File: src/rtl/core/ptbl_pkg.sv
// ----------------------------------------------------------------------------
// Token bucket limiter package
// Shared constants, function codes and the sequencer-to-datapath command.
// ----------------------------------------------------------------------------
package ptbl_pkg;

    localparam int DEF_ENTRIES  = 64;
    localparam int DEF_KEY_BITS = 32;

    localparam int TOK_W  = 31;
    localparam int TIME_W = 32;
    localparam int COST_W = 16;
    localparam int IKEY_W = 32;

    localparam logic [TOK_W-1:0] CAP_DEFAULT  = 31'd100;
    localparam logic [TOK_W-1:0] RATE_DEFAULT = 31'd10;

    // Function codes of an input item.
    localparam logic [1:0] FUNC_CONSUME = 2'd0;
    localparam logic [1:0] FUNC_QUERY   = 2'd1;
    localparam logic [1:0] FUNC_CLEAR   = 2'd2;

    // Configuration register indexes.
    localparam logic CFG_MAX_TOKENS  = 1'b0;
    localparam logic CFG_REFILL_RATE = 1'b1;

    // Operation requested of the shared arithmetic unit.
    typedef enum logic [1:0] {
        ALU_DIFF = 2'd0,
        ALU_MUL  = 2'd1,
        ALU_ADD  = 2'd2,
        ALU_SUB  = 2'd3
    } alu_op_t;

    typedef struct packed {
        logic    en;
        alu_op_t op;
    } alu_cmd_t;

endpackage

File: src/rtl/core/ptbl_alu.sv
// ----------------------------------------------------------------------------
// Token bucket shared arithmetic unit
// One registered adder/subtracter or 32x32 multiplier, chosen per step.
// ----------------------------------------------------------------------------
module ptbl_alu
(
    input  logic                   clk,
    input  ptbl_pkg::alu_cmd_t     cmd,
    input  logic [31:0]            op_a,
    input  logic [31:0]            op_b,
    output logic [63:0]            result
);
    import ptbl_pkg::*;

    logic [63:0] result_reg;
    logic [63:0] result_next;

    // Select one operation per cycle.
    always_comb
    begin
        unique case (cmd.op)
            ALU_DIFF: result_next = {32'd0, op_a - op_b};
            ALU_MUL:  result_next = {32'd0, op_a} * {32'd0, op_b};
            ALU_ADD:  result_next = {32'd0, op_a} + {32'd0, op_b};
            ALU_SUB:  result_next = {32'd0, op_a - op_b};
            default:  result_next = 64'd0;
        endcase
    end

    always_ff @(posedge clk)
    begin
        if (cmd.en)
        begin
            result_reg <= result_next;
        end
    end

    assign result = result_reg;

endmodule

File: config.mk
export PLATFORM = sky130hd
export DESIGN_NAME = ptbl_alu
export DESIGN_NICKNAME = d
export VERILOG_FILES = /design/src/rtl/core/ptbl_pkg.sv /design/src/rtl/core/ptbl_alu.sv
export SDC_FILE = /design/constraint.sdc
export NUM_CORES = 2
export LEC_CHECK = 0
export ABC_AREA = 1
export ABC_CLOCK_PERIOD_IN_PS = 8700
export BUFFER_PORTS_ARGS = -buffer_cell sky130_fd_sc_hd__buf_4
export CAP_MARGIN = 0
export CORE_MARGIN = 2
export CORE_UTILIZATION = 25
export CTS_CLUSTER_DIAMETER = 60
export CTS_CLUSTER_SIZE = 24
export DETAILED_ROUTE_END_ITERATION = 6
export PLACE_DENSITY = 0.45
export SYNTH_ARGS = -nofsm -noshare
export SYNTH_HDL_FRONTEND = slang
export SYNTH_SLANG_ARGS = --single-unit
File: constraint.sdc
create_clock -name clk -period 8.7 [get_ports clk]
set_input_delay 0.87 -clock clk [delete_from_list [all_inputs] [get_ports clk]]
set_output_delay 0.87 -clock clk [all_outputs]
set_load 0.05 [all_outputs]
# ---- Word-level counts from Yosys, hierarchy flattened
# Index checks and enable logic that the tools add are counted.
dict set report totals {
  ff_bits 64
  elab_cells 10
  out_inout_bits 64
  in_bits 68
}
dict set report op_classes {
  eq_ne 3
  mul 1
  n_mux 1
  reduce_logical 2
  addsub 2
}
# cell count
set ops {}
lappend ops {{$pmux 64 s3} 1}
lappend ops {{$mul 32x32->64} 1}
lappend ops {{$add 32x32->33} 1}
lappend ops {{$sub 32x32->32} 1}
lappend ops {{$eq 2x2->1 const B} 2}
lappend ops {{$eq 2x1->1 const B} 1}
lappend ops {{$logic_not 2->1} 1}
lappend ops {{$reduce_or 2->1} 1}

# ---- Longest topological paths before layout
dict set report depth {
  word_depth 3
  depth_mapped 31
  ltp_nobuf 30
}

# ---- Worst setup path after synthesis
# OpenSTA, ideal clock, no wires.
dict set report synth_path {
  path_kind {input-to-reg}
  from {input op_a[30]}
  to {register result_reg[54] (netlist: result[54]), data pin}
  required_ns 8.445
  path_stages 28
  setup_ns 0.255
  path_buffers 1
  arrival_time_ns 6.573
  slack_ns 1.873
  path_cell_list {clkbuf_1 > nand2_1 > fa_1 > inv_1 > fa_1 > fa_1 > inv_1 > fa_1 > inv_1 > fa_1 > fa_1 > fa_1 > inv_1 > fa_1 > inv_1 > ha_1 > nand2_1 > nand2_1 > inv_1 > o21ai_0 > inv_1 > o21ai_2 > inv_1 > nand2_1 > nand2_1 > and2_4 > a21oi_1 > nor2_1}
}
dict set report synth_between {
  elab_chain_cells 2
}
# element line
set synth_rtl {}
lappend synth_rtl {{from (decl)} ptbl_alu.sv:9} ;# input logic [31:0] op_a,
lappend synth_rtl {{$mul 32x32->64} ptbl_alu.sv:23} ;# ALU_MUL: result_next = {32'd0, op_a} * {32'd0, op_b};
lappend synth_rtl {{$pmux 64 s3} ptbl_alu.sv:21} ;# unique case (cmd.op)
lappend synth_rtl {{via result_next[54]} ptbl_alu.sv:16} ;# logic [63:0] result_next;
lappend synth_rtl {{to (signal assigned)} ptbl_alu.sv:34} ;# result_reg <= result_next;
lappend synth_rtl {{to (decl)} ptbl_alu.sv:15} ;# logic [63:0] result_reg;
# The timed path passes the listed nets, and every way through them passes these cells.
# A chain may end at the register's enable or synchronous reset.

# ---- Worst setup path in the final report
dict set report layout_path {
  from {input op_b[12]}
  to {register result_reg[27] (netlist: result[27]), data pin}
}
dict set report layout_between {
  elab_chain_cells 2
  elab_cells_between_ends 4
  cone_classes {add/sub (2); mul (1); mux (1)}
}
# element line
set layout_rtl {}
lappend layout_rtl {{from (decl)} ptbl_alu.sv:10} ;# input logic [31:0] op_b,
lappend layout_rtl {{$mul 32x32->64, or another cell as far along} ptbl_alu.sv:23}
lappend layout_rtl {{$pmux 64 s3 (*)} ptbl_alu.sv:21}
lappend layout_rtl {{via result_next[27]} ptbl_alu.sv:16}
# The timed path passes the listed nets; every way through them passes the cells marked *.

==> flow_metrics.tcl <==
set metrics [dict create \
    clock_sinks 64 \
    busiest_layer "met2" \
    cp.required_ps 8800 \
    tritoncts "yes" \
    largest_reg_flops 64 \
    synth-edff-count 64 \
    clock.fmax_mhz 126 \
    synth.cell_area_um2 42800 \
    die_h_um 418 \
    async_reset_ff_share_pct 0 \
    start_util_pct 25.2 \
    hp-class "primary input to flop" \
    path_max_fanout 30 \
    root_buffer "clkbuf_16" \
    worstMarginPinSlew_ps 969 \
    synth-xor-area-share_pct 0.512 \
    numCtsBuffers 9 \
    use_met1_pct 25.1 \
    finalHoldViolCount 0 \
    synth_fa_ha_area_share_pct 51.7 \
    avgSynthCellArea_um2 7.17 \
    min_period_ps 7940 \
    path_clk_slew_ps 70 \
    rsz0062_at_grt "no" \
    synth.yosys.seq_area_share_pct 4.49 \
    ys.flop_type "edfxtp_1" \
    status "complete, but fails checks" \
    postCtsSetupRepairBufs 0 \
    place.port_buffers 131 \
    synth-compound-area-share_pct 3.61 \
    setup_viol 0 \
    cp.arrival_ps 8040 \
    cp-start-kind "primary input" \
    grt_pass1_wl_um 248000 \
    drt_iter0_drc 2511 \
    drt_pass1_iterations 7 \
    tns_ps 0 \
    track_usage_pct 19.0 \
    yosysWarnings 0 \
    crit_path_end_kind "flop" \
    layout_common_cells "inv_1 (1829), nand2_1 (1789), fa_1 (897)" \
    drive_gt1_share_pct 5.11 \
    dpl.hpwl_um 137000 \
    grt_antenna_before_repair 3 \
    die_x_um 418 \
    die_area_um2 174000 \
    yosys.area_share.simple_pct 21.3 \
    synthCells 5962 \
    nets 7234 \
    grt-ovfl-total 0 \
    core_um2 170000 \
    drv_slew 0 \
    vias 35642 \
    path_class "primary input to flop" \
    cts-resized-gates 0 \
    gr-usage-met2_pct 34.3 \
    fin_crit_sh_pct 91.3 \
    synth_seq_cells 64 \
    final_antenna_net_count 0 \
    syn2layout_area_growth_pct 8.58 \
    grt_pass1_vias 38716 \
    synthDistinctLibCells 45 \
    cts_max_level 3 \
    synth_top_family_by_area "adder cells" \
    fillCellCount 18881 \
    synthMuxAreaShare_pct 0.0263 \
    routabilityCongestion 0.950 \
    wire_per_inst_um 20.0 \
    io_pins 132 \
    ctsHoldBuffers 0 \
    via_per_inst 4.37 \
    layout_commonest_cell "inv_1" \
    synth_nets 7257 \
    drc 14 \
    wl_um 163000 \
    placementRows 151 \
    violations "DRC" \
    grt_max_degree 65 \
    clk_path_buf_depth 2 \
    max_slew_margin_pct 35.4 \
    grtUsageMet3_pct 1.02 \
    cap_violations 0 \
]
## per-stage QoR
step                hold slack, ps  worst slack (ps)  instance area, µm²  util [%]  std cells
floorplan                      982              1870               42800         -       5962
global placement              1360               342               46100      27.2       8146
detailed placement            1360               363               46100      27.2       8146
CTS                           1200               735               46400      27.4       8162
global route                  1220               460               46400      27.4       8163
finish                        1180               756               46400      27.4       8164
## cells in the mapped netlist, types with 5 or more instances
cell type | instances | share of area (%)
nor2_2 | 23 | 0.34
o21ai_0 | 93 | 1.1
xnor2_1 | 8 | 0.16
fa_1 | 897 | 42
ha_1 | 330 | 9.7
edfxtp_1 | 64 | 4.5
inv_2 | 12 | 0.11
a21oi_1 | 164 | 1.9
nor3_2 | 6 | 0.14
buf_2 | 24 | 0.28
nand2_1 | 1789 | 16
nor3_1 | 11 | 0.13
nand3b_1 | 5 | 0.088
nand3_1 | 147 | 1.7
nor4_2 | 6 | 0.18
nand3_2 | 7 | 0.16
buf_4 | 8 | 0.14
xor2_1 | 17 | 0.35
nor2_1 | 229 | 2.0
o21bai_1 | 11 | 0.19
clkbuf_1 | 196 | 1.7
inv_1 | 1829 | 16
nand2_2 | 18 | 0.26
nand4_1 | 19 | 0.28
o21ai_1 | 5 | 0.059
## routing by layer
| layer | share of wire [%] | vias to the layer above |
|---|---|---|
| met5 | 0.0080 | - |
| met4 | 1.9 | 2 |
| met3 | 3.3 | 121 |
| met2 | 51 | 791 |
| met1 | 44 | 17995 |
| li1 | - | 16733 |
## path summary, 6_finish.rpt
check      from          to  depth (start not counted)
max    op_b[12]  result[27]                         22
min      cmd[2]  result[12]                          1
## worst max-delay path, cell delays in order
cell and delay [ps]:
buf_4 410, ha_1 430, xnor2_1 120, ha_1 200, o21bai_1 180, fa_1 540
inv_1 60, fa_1 440, fa_1 540, inv_1 50, fa_1 590, fa_1 440
fa_1 550, fa_1 450, ha_1 400, a21oi_1 250, o21ai_0 190, a21oi_2 270
nand3_1 350, or2_2 390, nand3_1 150, nand2_1 120
## area by class of cell
class                   count  area, µm²  area share (%)
clock buffers               9        225           0.485
clock inverters             7       62.6           0.135
diodes                      2       5.00          0.0108
repair buffers            200       1550            3.34
multi-input cells        3822      33000            71.0
well taps                2218       2780            5.98
flip-flops and latches     64       1920            4.14
inverters                1842       6910            14.9
## logic make-up after synthesis
group / Yosys count
and+or+nand+nor: 2277
buffers and inverters: 2076
adders and majority gates: 1227
AOI/OAI and AO/OA: 292
DFF: 64
xor gates and xnor gates: 25
muxes: 1
Power is not shown: default switching activity piles up to over one toggle a cycle in this logic, so the estimate is an artifact.
